File: src/rtl/core/sfr_pkg.sv
// Shared types and constants for the sync/length framed reply receiver.
`default_nettype none

package sfr_pkg;

  localparam int unsigned BYTE_W  = 8;
  localparam int unsigned INDEX_W = 17;
  localparam int unsigned CFG_IDX_W = 8;

  localparam logic [BYTE_W-1:0] SYNC_BYTE_RST    = 8'h7E;
  localparam logic [BYTE_W-1:0] ERR_STATUS_RST   = 8'h42;
  localparam logic [BYTE_W-1:0] XOR_SEED         = 8'hFF;
  localparam logic [INDEX_W-1:0] STATUS_POS      = 17'd5;
  localparam logic [INDEX_W-1:0] FOLD_START_POS  = 17'd4;
  localparam logic [15:0]        MIN_LENGTH      = 16'd4;

  localparam logic [CFG_IDX_W-1:0] REG_SYNC_BYTE  = 8'd0;
  localparam logic [CFG_IDX_W-1:0] REG_ERR_STATUS = 8'd1;

  typedef enum logic [2:0] {
    OC_IN_FRAME   = 3'd0,
    OC_OK         = 3'd1,
    OC_BAD_SYNC   = 3'd2,
    OC_CHECKSUM   = 3'd3,
    OC_DEVICE_ERR = 3'd4,
    OC_LENGTH_ERR = 3'd5
  } outcome_t;

  typedef struct packed {
    logic [BYTE_W-1:0]  data_byte;
    logic [INDEX_W-1:0] byte_index;
    logic [BYTE_W-1:0]  frame_status;
    outcome_t           outcome;
    logic               end_of_frame;
  } sfr_result_t;

endpackage

`default_nettype wire

File: src/rtl/core/sfr_parser.sv
// Frame parser: phase, position and checksum state, and the result for each byte.
`default_nettype none

module sfr_parser
  import sfr_pkg::*;
(
  input  wire logic              clk,
  input  wire logic              rst_n,
  input  wire logic              advance,
  input  wire logic [BYTE_W-1:0] rx_byte,
  input  wire logic [BYTE_W-1:0] sync_byte,
  input  wire logic [BYTE_W-1:0] error_status_code,
  output sfr_result_t            result
);

  typedef enum logic [1:0] {
    PH_HUNT   = 2'd0,
    PH_HEADER = 2'd1,
    PH_BODY   = 2'd2
  } phase_t;

  phase_t             phase_r,       phase_nxt;
  logic [INDEX_W-1:0] total_r,       total_nxt;
  logic [INDEX_W-1:0] pos_r,         pos_nxt;
  logic [BYTE_W-1:0]  xor_r,         xor_nxt;
  logic [BYTE_W-1:0]  sum_r,         sum_nxt;
  logic [BYTE_W-1:0]  status_r,      status_nxt;
  logic               xor_ok_r,      xor_ok_nxt;

  logic [INDEX_W:0]   pos_ext;
  logic [INDEX_W:0]   total_ext;
  logic [15:0]        len;
  logic [BYTE_W-1:0]  status_eff;
  logic [BYTE_W-1:0]  want;

  assign pos_ext   = {1'b0, pos_r};
  assign total_ext = {1'b0, total_r};
  assign len       = {total_r[15:8], rx_byte};
  assign status_eff = (pos_r == STATUS_POS) ? rx_byte : status_r;
  assign want      = sum_r + xor_r;

  always_comb begin
    phase_nxt  = phase_r;
    total_nxt  = total_r;
    pos_nxt    = pos_r;
    xor_nxt    = xor_r;
    sum_nxt    = sum_r;
    status_nxt = status_r;
    xor_ok_nxt = xor_ok_r;

    result.data_byte    = rx_byte;
    result.byte_index   = pos_r;
    result.frame_status = '0;
    result.outcome      = OC_IN_FRAME;
    result.end_of_frame = 1'b0;

    case (phase_r)
      PH_HUNT: begin
        result.byte_index = '0;
        if (rx_byte != sync_byte) begin
          result.outcome      = OC_BAD_SYNC;
          result.end_of_frame = 1'b1;
        end else begin
          xor_nxt    = XOR_SEED;
          sum_nxt    = '0;
          status_nxt = '0;
          xor_ok_nxt = 1'b0;
          total_nxt  = '0;
          pos_nxt    = INDEX_W'(1);
          phase_nxt  = PH_HEADER;
        end
      end
      PH_HEADER: begin
        if (pos_r == INDEX_W'(1)) begin
          total_nxt = {1'b0, rx_byte, 8'h00};
          pos_nxt   = INDEX_W'(2);
        end else if (len < MIN_LENGTH) begin
          result.outcome      = OC_LENGTH_ERR;
          result.end_of_frame = 1'b1;
          phase_nxt = PH_HUNT;
          pos_nxt   = '0;
          total_nxt = '0;
        end else begin
          total_nxt = {1'b0, len} + INDEX_W'(2);
          pos_nxt   = INDEX_W'(3);
          phase_nxt = PH_BODY;
        end
      end
      PH_BODY: begin
        if (pos_r == STATUS_POS) begin
          status_nxt = rx_byte;
        end
        if (pos_r >= FOLD_START_POS && pos_ext + (INDEX_W+1)'(3) <= total_ext) begin
          xor_nxt = xor_r ^ rx_byte;
          sum_nxt = sum_r + rx_byte;
        end
        if (pos_ext + (INDEX_W+1)'(2) == total_ext) begin
          xor_ok_nxt = (rx_byte == xor_r);
        end
        if (pos_ext + (INDEX_W+1)'(1) >= total_ext) begin
          result.frame_status = status_eff;
          result.end_of_frame = 1'b1;
          if (!xor_ok_r || rx_byte != want) begin
            result.outcome = OC_CHECKSUM;
          end else if (status_eff == error_status_code) begin
            result.outcome = OC_DEVICE_ERR;
          end else begin
            result.outcome = OC_OK;
          end
          phase_nxt = PH_HUNT;
          pos_nxt   = '0;
        end else begin
          pos_nxt = pos_r + INDEX_W'(1);
        end
      end
      default: begin
        phase_nxt = PH_HUNT;
        pos_nxt   = '0;
      end
    endcase
  end

  always_ff @(posedge clk) begin
    if (!rst_n) begin
      phase_r  <= PH_HUNT;
      total_r  <= '0;
      pos_r    <= '0;
      xor_r    <= XOR_SEED;
      sum_r    <= '0;
      status_r <= '0;
      xor_ok_r <= 1'b0;
    end else if (advance) begin
      phase_r  <= phase_nxt;
      total_r  <= total_nxt;
      pos_r    <= pos_nxt;
      xor_r    <= xor_nxt;
      sum_r    <= sum_nxt;
      status_r <= status_nxt;
      xor_ok_r <= xor_ok_nxt;
    end
  end

endmodule

`default_nettype wire

File: src/rtl/core/sync_length_frame_receiver.sv
// Top level of the sync/length framed reply receiver: config registers and result register.
//
//   channel | direction | payload                                         | handshake
//   in_     | input     | rx_byte                                         | in_valid/in_ready
//   out_    | output    | data_byte, byte_index, frame_status, outcome,   | out_valid/out_ready
//           |           | end_of_frame                                    |
//   cfg_    | input     | index, data                                     | cfg_valid/cfg_ready
//
// One item per cycle unless out_ready stalls; an accepted byte's result shows in the next cycle.
// The only storage on the path is the parser state and the result register.
// Reset returns the parser to hunting and loads the default sync and error codes.
// A stalled result holds in the result register; a new item is taken in the same
// cycle the held one leaves.
`default_nettype none

module sync_length_frame_receiver
  import sfr_pkg::*;
(
  input  wire logic                 clk,
  input  wire logic                 rst_n,
  input  wire logic                 in_valid,
  output logic                      in_ready,
  input  wire logic [BYTE_W-1:0]    in_rx_byte,
  output logic                      out_valid,
  input  wire logic                 out_ready,
  output logic [BYTE_W-1:0]         out_data_byte,
  output logic [INDEX_W-1:0]        out_byte_index,
  output logic [BYTE_W-1:0]         out_frame_status,
  output logic [2:0]                out_outcome,
  output logic                      out_end_of_frame,
  input  wire logic                 cfg_valid,
  output logic                      cfg_ready,
  input  wire logic [CFG_IDX_W-1:0] cfg_index,
  input  wire logic [BYTE_W-1:0]    cfg_data
);

  logic [BYTE_W-1:0] sync_byte_r;
  logic [BYTE_W-1:0] err_status_r;
  logic              out_valid_r;
  sfr_result_t       result;
  sfr_result_t       result_r;
  logic              accept;

  assign cfg_ready = 1'b1;
  assign in_ready  = !out_valid_r || out_ready;
  assign accept    = in_valid && in_ready;

  always_ff @(posedge clk) begin
    if (!rst_n) begin
      sync_byte_r  <= SYNC_BYTE_RST;
      err_status_r <= ERR_STATUS_RST;
    end else if (cfg_valid) begin
      case (cfg_index)
        REG_SYNC_BYTE:  sync_byte_r  <= cfg_data;
        REG_ERR_STATUS: err_status_r <= cfg_data;
        default: ;
      endcase
    end
  end

  sfr_parser u_parser (
    .clk               (clk),
    .rst_n             (rst_n),
    .advance           (accept),
    .rx_byte           (in_rx_byte),
    .sync_byte         (sync_byte_r),
    .error_status_code (err_status_r),
    .result            (result)
  );

  // advance the result register on accept, drop valid once taken
  always_ff @(posedge clk) begin
    if (!rst_n) begin
      out_valid_r <= 1'b0;
    end else if (accept) begin
      out_valid_r <= 1'b1;
    end else if (out_ready) begin
      out_valid_r <= 1'b0;
    end
  end

  always_ff @(posedge clk) begin
    if (accept) begin
      result_r <= result;
    end
  end

  assign out_valid        = out_valid_r;
  assign out_data_byte    = result_r.data_byte;
  assign out_byte_index   = result_r.byte_index;
  assign out_frame_status = result_r.frame_status;
  assign out_outcome      = result_r.outcome;
  assign out_end_of_frame = result_r.end_of_frame;

endmodule

`default_nettype wire

File: config.mk
export PLATFORM = sky130hd
export DESIGN_NAME = sync_length_frame_receiver
export DESIGN_NICKNAME = d
export VERILOG_FILES = /design/src/rtl/core/sfr_pkg.sv /design/src/rtl/core/sfr_parser.sv /design/src/rtl/core/sync_length_frame_receiver.sv
export SDC_FILE = /design/constraint.sdc
export NUM_CORES = 1
export LEC_CHECK = 0
export ABC_CLOCK_PERIOD_IN_PS = 6000
export BUFFER_PORTS_ARGS = -buffer_cell sky130_fd_sc_hd__buf_2
export CAP_MARGIN = 0
export CORE_UTILIZATION = 35
export CTS_CLUSTER_DIAMETER = 100
export CTS_CLUSTER_SIZE = 10
export DETAILED_ROUTE_END_ITERATION = 6
export PLACE_DENSITY = 0.49
export SLEW_MARGIN = 25
export SYNTH_ARGS = -nofsm -noshare
export SYNTH_HDL_FRONTEND = slang
export SYNTH_SLANG_ARGS = --single-unit
File: constraint.sdc
create_clock -name clk -period 6 [get_ports clk]
set_clock_uncertainty 0.1 [all_clocks]
set_input_delay 0 -clock clk [delete_from_list [all_inputs] [get_ports clk]]
set_output_delay 0 -clock clk [all_outputs]
set_load 0.01 [all_outputs]
After elaboration in Yosys (flattened, before gate mapping):

Cells that the tools add are included.

* flip-flop bits (word level): 115
* output and inout port bits: 40

* add/sub/neg operators: 7
* order comparisons: 4
* equal/unequal tests: 15
* muxes and demuxes: 34
* bitwise operators: 1
* reduce and logical (&&, ||, !) cells: 20

Operators by type and width (count)
* 17-bit 2-to-1 mux: 6
* 17-bit case mux with 3 select lines: 1
* 8-bit case mux with 2 select lines: 3
* 8-bit 2-to-1 mux: 5
* 17-bit by 2-bit adder with 18-bit output (second input constant): 2
* 17-bit case mux with 2 select lines: 1
* 17-bit by 1-bit adder with 18-bit output (second input constant): 1
* 18-bit by 17-bit equality test with 1-bit output: 1
* 18-bit by 17-bit greater-or-equal comparator with 1-bit output: 1
* 18-bit by 17-bit <= comparator with 1-bit output: 1
* 16-bit by 2-bit adder with 17-bit output (second input constant): 1
* 17-bit by 1-bit adder with 17-bit output (second input constant): 1
* 17-bit by 1-bit equality test with 1-bit output (second input constant): 1
* 17-bit by 3-bit equality test with 1-bit output (second input constant): 1
* 17-bit by 3-bit greater-or-equal comparator with 1-bit output (second input constant): 1
* 8-bit adder: 2
* 8-bit equality test: 2
* 16-bit by 3-bit < comparator with 1-bit output (second input constant): 1
* 8-bit inequality test: 2
* 4-bit 2-to-1 mux: 3
* 4-bit case mux with 3 select lines: 1
* 4-bit AND reduction: 3
* 2-bit 2-to-1 mux: 5
* 3-bit 2-to-1 mux: 3
* other kinds (17): 32

Depth between registers and ports, before layout:

Gate-level depths: netlist of run 1.

* word-level depth: 7
* mapped depth: 16
* mapped depth without buffers: 15

Modules after synthesis:

Synthesis of run 1 repeated with hierarchy kept, for this count alone.

* cells, all modules: 899
* area total of the unflattened synthesis: 7897.6 µm²

Modules (own cells, without submodules)
* sfr_parser: instances 1, cells each 784, area an instance 6038.3 µm²
* sync_length_frame_receiver: instances 1, cells each 115, area an instance 1859.3 µm²

Worst setup path after synthesis of run 1:

Ideal clock, no wire load.

* path kind: register to register
* from: register u_parser.pos_r[1]
* to: register u_parser.sum_r[7]
* arrival: 3.426 ns
* required time: 5.783 ns
* path slack: 2.357 ns
* stages on the path, launching flop included: 17
* path buffers: 2
* period minus slack after synthesis: 3.643 ns
* cells stage by stage: dfxtp_1 ha_1 clkbuf_1 a21oi_1 nor2_1 nand3_1 nor2_1 xor2_1 ha_1 a2111oi_0 o21ai_0 a211oi_1 o21ai_0 a31oi_1 clkbuf_1 o21ai_1 a32o_1

* longest elaborated chain between the ends: 5
* elaborated cells between the ends (all ways): 6

Ends and longest elaborated chain
* start: declaration: line sfr_parser.sv:24 `logic [INDEX_W-1:0] pos_r, pos_nxt;`
* start signal: assignment: line sfr_parser.sv:135 `pos_r <= pos_nxt;`
* 17-bit by 2-bit adder with 18-bit output: line sfr_parser.sv:93 `if (pos_r >= FOLD_START_POS && pos_ext + (INDEX_W+1)'(3) <= total_ext) begin`
* 18-bit by 17-bit <= comparator with 1-bit output: line sfr_parser.sv:93
* 1-bit logical AND (*): line sfr_parser.sv:93
* 2-bit by 1-bit inequality test with 1-bit output (no line) (*)
* 4-bit AND reduction (no line) (*)
* end signal: assignment: line sfr_parser.sv:137 `sum_r <= sum_nxt;`
* end: declaration: line sfr_parser.sv:26 `logic [BYTE_W-1:0] sum_r, sum_nxt;`

Every way passes the cells marked *; elsewhere a longest branch is shown, timed or not.
A chain may end at the register's enable or synchronous reset.

Worst setup path after layout of run 1:

* from: register u_parser.pos_r[2]
* to: register u_parser.sum_r[7]

The elaborated chain is that of the path after synthesis.

==> results of run 1 <==
## metal layers
metal | share of wire, % | global-route usage, % | vias up
li1 | - | - | 3430
met1 | 48 | 28.13 | 3296
met2 | 47 | 34.39 | 166
met3 | 3.6 | 3.565 | 21
met4 | 1.5 | 6.000 | 0
met5 | 0 | 0 | -
## registers in the layout (all words and copies together) (netlist names), 2 cells and up
register / count
out_data_byte: 8
out_outcome: 3
sync_byte_r: 8
u_parser.xor_r: 8
out_byte_index: 17
u_parser.sum_r: 8
u_parser.total_r: 17
u_parser.phase_r: 2
err_status_r: 8
u_parser.status_r: 8
u_parser.pos_r: 17
out_frame_status: 8
## final cells by class
| cell class | instances | area share, % |
|---|---|---|
| timing repair buffer | 98 | 6.880 |
| multi-input combinational | 706 | 52.22 |
| clock inverter | 15 | 1.433 |
| sequential | 115 | 29.16 |
| inverter | 45 | 1.843 |
| clock buffer | 17 | 4.641 |
| tap | 280 | 3.822 |
## cell usage after synthesis (18+ instances only)
master / instances / area, sq um
nor2_1: 80 / 300.3
dfxtp_1: 78 / 1562
nand2_1: 77 / 289.0
a21oi_1: 68 / 340.3
ha_1: 54 / 675.7
xnor2_1: 50 / 437.9
xor2_1: 50 / 437.9
inv_1: 44 / 165.2
nand3_1: 44 / 220.2
edfxtp_1: 37 / 1111
clkbuf_1: 33 / 123.9
o21ai_0: 33 / 165.2
mux2i_1: 25 / 250.2
nand4_1: 24 / 150.1
nor4_1: 24 / 150.1
nor2b_1: 18 / 112.6
## how the worst max path moves through the flow
stage | to | slack [ps] | cells after the start | startpoint
floorplan | u_parser.sum_r[7] | 2360 | 16 | u_parser.pos_r[1]
global placement | u_parser.sum_r[7] | 1340 | 15 | u_parser.pos_r[2]
detailed placement | u_parser.pos_r[7] | 1230 | 12 | u_parser.pos_r[2]
CTS | u_parser.pos_r[7] | 1210 | 12 | u_parser.pos_r[2]
global route | u_parser.sum_r[7] | 680 | 15 | u_parser.pos_r[2]
finish | u_parser.sum_r[7] | 1180 | 15 | u_parser.pos_r[2]
## worst max-delay path, cell delays in order (launching register included)
cell     delay [ps]
dfxtp_1         790
ha_1            490
a21oi_1         150
nor2_1          330
nand3_1         190
nor2_1          180
xor2_1          100
ha_1            330
nand4_1         180
nor4_1          490
nor2b_1         100
o31a_1          250
a31oi_1         140
buf_4           270
and2_1          400
a32o_1          230
## kinds of logic after synthesis
group	Yosys count	synth area share (%)
AND/OR/NAND/NOR	342	22.12
AO/OA/AOI/OAI	181	14.78
flip-flops	115	34.02
buffers and inverters	103	5.432
XOR/XNOR	100	11.15
adder cells (fa/ha/maj)	56	9.111
multiplexers	26	3.329
other	1	0.04774
## per-stage QoR
stage / setup WS, ps / hold WS [ps] / area [sq um] / power [mW] / cells
floorplan: 2357 / -1.131 / 7855 / 0.8920 / 924
global placement: 1338 / 132.1 / 8335 / 0.9354 / 1219
detailed placement: 1232 / 135.7 / 8335 / 0.9356 / 1219
CTS: 1213 / 73.73 / 9143 / 1.926 / 1276
global route: 684.5 / 170.7 / 9166 / 1.969 / 1276
finish: 1183 / 85.77 / 9166 / 1.902 / 1276
## report_power, final
part | switching, mW | internal, mW
Combinational | 0.0698 | 0.0393
Sequential | 0.00326 | 0.815
Clock | 0.403 | 0.570
Total | 0.477 | 1.43
==> qor.yml, run 1 <==
timing:
  timing.fmax_mhz: 207.6
  slew_violations: 0
  max_slew_margin_pct: 35.13
  rsz0062_at_grt: "no"
  final-hold-violation-count: 0
  setup_viol: 0
  fin_crit_ps: 4817
  period_share_pct: 80.28
  worst_pin_slew_ps: 973.0
  tns_ps: 0
setup_path:
  crit_fanout: 23
  r2r-end: "u_parser.sum_r[7]"
  critPathRequiredTime_ps: 6270
  cp-end-kind: "register"
  crit_type: "reg2reg"
  reg2reg_slack_ps: 1180
  crit-reg2reg-launch: "u_parser.pos_r[2]"
  reg2reg_depth: 15
  arrival_ps: 5080
  critPathLaunchType: "register"
clocking:
  clkTransAtPathRegs_ps: 60
  root_buffer: "clkbuf_16"
  max-clock-path-buffers: 2
  clock-sinks: 115
  htree_levels: 4
  cts_tree: "yes"
  hold_buffers: 25
  ctsResizeCount: 0
  post_cts_buffers: 0
  cts_buffers: 17
  clk_latency_ps: 430
power:
  ir_worst_vdd_mv: 0.1661
  pwr_density_cell_mw_per_mm2: 207.5
  total_leakage_power_nw: 3.512
route:
  vias: 6913
  drt_wl_total_um: 23850
  first_pass_iters: 5
  drc: 0
  viasPerCell: 5.418
  dr.first_iter.drc_count: 474
  routedWlPerCell_um: 18.69
  ant_nets: 0
floorplan:
  die_h_um: 151.8
  ios: 69
  core_sq_mm: 0.02189
  rows: 54
  die_x_um: 151.8
  initial_core_util_pct: 35.88
  fp.dieArea_sq_mm: 0.02305
status:
  run_status: "finished clean"
final_layout:
  utilization_pct: 41.87
  final_common_cell: "nor2_1"
  fill_cells: 2260
  multiInputGateArea_sq_mm: 0.004787
  syn2layout_area_growth_pct: 16.69
  drive_gt1_share_pct: 12.35
  antenna_cells: 0
  final_cell_mix: "nor2_1, dfxtp_1, nand2_1"
  layout.nets: 1068
  seqCellArea_sq_mm: 0.002673
global_routing:
  grt_max_degree: 62
  antenna_found_initial: 0
  grt_usage_pct: 20.95
  first_global_vias: 6631
  grt_first_pass_wirelength_um: 37910
  globalRouteOverflowTotal: 0
worst_hold_path:
  whs_path_depth: 6
  hold_path.class: "in2reg"
  min_from: "cfg_index[5]"
  holdPathEnd: "sync_byte_r[2]"
synth:
  ys_seq_area_share_pct: 34.02
  avgSynthCellArea_sq_um: 8.501
  ys_warn_count: 0
  syn_nets: 1009
  synth_enable_flop_cells: 37
  synthFlopType: "dfxtp_1"
  synth-seq-cells: 115
  synth.distinct_cells: 68
  syn_area_sq_mm: 0.007855
  syn_inst: 924
  async_flop_share_pct: 0
job:
  cap_violations: 0
placement:
  hpwl_um: 16670
  gp_congestion: 0.8746
  port_buffers: 67
No activity file was read; power rests on OpenSTA's default activity.
==> run 2: changes to the inputs <==
--- a/config.mk
+++ b/config.mk
@@ -5,7 +5,7 @@
 export SDC_FILE = /design/constraint.sdc
 export NUM_CORES = 1
 export LEC_CHECK = 0
-export ABC_CLOCK_PERIOD_IN_PS = 6000
+export ABC_CLOCK_PERIOD_IN_PS = 5000
 export BUFFER_PORTS_ARGS = -buffer_cell sky130_fd_sc_hd__buf_2
 export CAP_MARGIN = 0
 export CORE_UTILIZATION = 35
==> constraint.sdc (replaced) <==
create_clock -name clk -period 5 [get_ports clk]
set_clock_uncertainty 0.1 [all_clocks]
set_input_delay 0 -clock clk [delete_from_list [all_inputs] [get_ports clk]]
set_output_delay 0 -clock clk [all_outputs]
set_load 0.01 [all_outputs]
==> qor.yml, run 2 (synthesis gave the netlist of run 1 again) <==
power:
  pwr_density_cell_mw_per_mm2: 251.9  # +21%
  ir_worst_vdd_mv: 0.1961  # +18%
  p_clk_share_pct: 52.2  # +1.0 points
  combPwrFrac_pct: 5.7  # about the same
  internal-power_mw: 1.723  # +21%
  swShare_pct: 26.04  # +0.98 points
  total_leakage_power_nw: 3.562  # +1.4%
  switchingPower_mw: 0.6065  # +27%
  p_seq_share_pct: 42.1  # -0.9 points
route:
  highest_layer: "met4"
  drc: 0  # unchanged
  vias: 6891  # -0.32%
  route.met2.wl_um: 11390  # +0.81%
  first_pass_iters: 5  # unchanged
  ant_nets: 0  # unchanged
  dr_wl_met3_um: 913  # +5.5%
  dr.first_iter.drc_count: 411  # -13%
  met1_length_um: 11050  # -2.5%
  routedWlPerCell_um: 18.43  # -1.4%
  viasPerCell: 5.350  # -1.2%
  drt_wl_total_um: 23740  # -0.46%
clocking:
  clock-sinks: 115  # unchanged
  cts_tree: "yes"
  max-clock-path-buffers: 2  # unchanged
  post_cts_buffers: 0  # unchanged
  root_buffer: "clkbuf_16"
  htree_levels: 4  # unchanged
  cts_buffers: 17  # unchanged
  clk_latency_ps: 440  # about the same
  clkTransAtPathRegs_ps: 70  # about the same
setup_path:
  crit_type: "reg2reg"
  critPathRequiredTime_ps: 5270  # -1000 ps
  crit_fanout: 23  # unchanged
  cp-end-kind: "register"
  arrival_ps: 4670  # -410 ps
  critPathLaunchType: "register"
timing:
  final-hold-violation-count: 0  # unchanged
  timing.fmax_mhz: 227.2  # +9.5%
  setup_ws_ps: 599.2  # -584.0 ps
  worst_pin_slew_ps: 1017  # +43.82 ps
  slew_violations: 0  # unchanged
  fin_crit_ps: 4401  # -416.0 ps
  period_share_pct: 88.02  # +7.7 points
  setup_viol: 0  # unchanged
  tns_ps: 0  # unchanged
  hold_slack_ps: 76.90  # -8.866 ps
  max_slew_margin_pct: 31.59  # -3.5 points
  rsz0062_at_grt: "no"
final_layout:
  seqCellArea_sq_mm: 0.002673  # unchanged
  utilization_pct: 42.24  # +0.37 points
  final_cell_mix: "nor2_1, dfxtp_1, nand2_1"
  multiInputGateArea_sq_mm: 0.004763  # -0.50%
  drive_gt1_share_pct: 13.39  # +1.0 points
  fill_cells: 2237  # -1.0%
  syn2layout_area_growth_pct: 17.71
  layout.nets: 1080  # +1.1%
  final_common_cell: "nor2_1"
  antenna_cells: 0  # unchanged
global_routing:
  first_global_vias: 6673  # +0.63%
  grt_first_pass_wirelength_um: 37940  # about the same
  grt_usage_pct: 21.11  # +0.17 points
  grt_max_degree: 38  # -39%
  globalRouteOverflowTotal: 0  # unchanged
  antenna_found_initial: 0  # unchanged
placement:
  hpwl_um: 16920  # +1.5%
  gp_congestion: 0.8830  # +0.96%
  port_buffers: 67  # unchanged
  dp_slack_ps: 655.7  # -576.8 ps
floorplan:
  core_sq_mm: 0.02189  # unchanged
  fp.dieArea_sq_mm: 0.02305  # unchanged
  die_h_um: 151.8  # unchanged
  ios: 69  # unchanged
  rows: 54  # unchanged
  initial_core_util_pct: 35.88  # unchanged
  die_x_um: 151.8  # unchanged
status:
  run_status: "finished clean"
job:
  cap_violations: 0  # unchanged
worst_hold_path:
  hold_path.class: "in2reg"
-- run 2: cell count changes in the layout (fill, tap and decap cells not counted), moves of 2 or more --
cell | before | now
clkinv_2 | 3 | 1
clkinv_4 | 6 | 4
inv_6 | 3 | 5
buf_4 | 6 | 19
inv_8 | 0 | 2
-- run 2: power groups by stage --
stage                     logic (mW)  clock network, mW  registers [mW]
final                          0.132               1.22           0.982
after floorplan               0.0592                  0            1.01
after global routing           0.143               1.28           0.983
after detailed placement       0.121                  0            1.00
after global placement         0.121                  0            1.00
after CTS                      0.134               1.24           0.982
-- run 2: repair_timing --
item | CTS | global route
hold endpoints to repair | 34 | 0
resized for setup | 0 | 0
hold buffers | 24 | 0
-- run 2: metrics by stage --
stage / cells / power, mW / area [sq um]
finish: 1288 / 2.329 / 9246
global route: 1288 / 2.407 / 9246
CTS: 1288 / 2.358 / 9241
detailed placement: 1232 / 1.123 / 8428
global placement: 1232 / 1.124 / 8428
floorplan: 924 / 1.070 / 7855
-- run 2: area by class of cell --
| class | instances | area share (%) |
|---|---|---|
| repair buffers | 110 | 7.767 |
| flip-flops and latches | 115 | 28.90 |
| multi-input cells | 706 | 51.52 |
| clock buffers | 17 | 4.601 |
| well taps | 280 | 3.789 |
| inverters | 45 | 1.827 |
| clock inverters | 15 | 1.597 |
-- run 2: worst paths after layout --
path | from | endpoint | slack (ps) | cells after the start
setup / recovery | u_parser.pos_r[3] | u_parser.sum_r[7] | 600 | 14
hold reg to reg | u_parser.total_r[0] | u_parser.total_r[0] | 360 | 2
setup reg to reg | u_parser.pos_r[3] | u_parser.sum_r[7] | 600 | 14
hold / removal | cfg_index[5] | sync_byte_r[4] | 80 | 6
-- run 2: critical path, stage by stage (launching register included) --
cell	delay, ps
dfxtp_1	720
nand4_1	410
nor2_1	390
nand3_1	190
nor2_1	160
xor2_1	180
ha_1	280
a2111oi_0	380
o21ai_0	150
a211oi_1	220
o21ai_0	120
a31oi_1	170
buf_4	260
and2_1	380
a32o_1	220
-- run 2: per-layer routing --
layer  vias to the layer above  global-route usage [%]
met5                         -                       0
met4                         0                   6.524
met3                        26                   3.137
met2                       163                   34.96
met1                      3254                   28.23
li1                       3448                       -
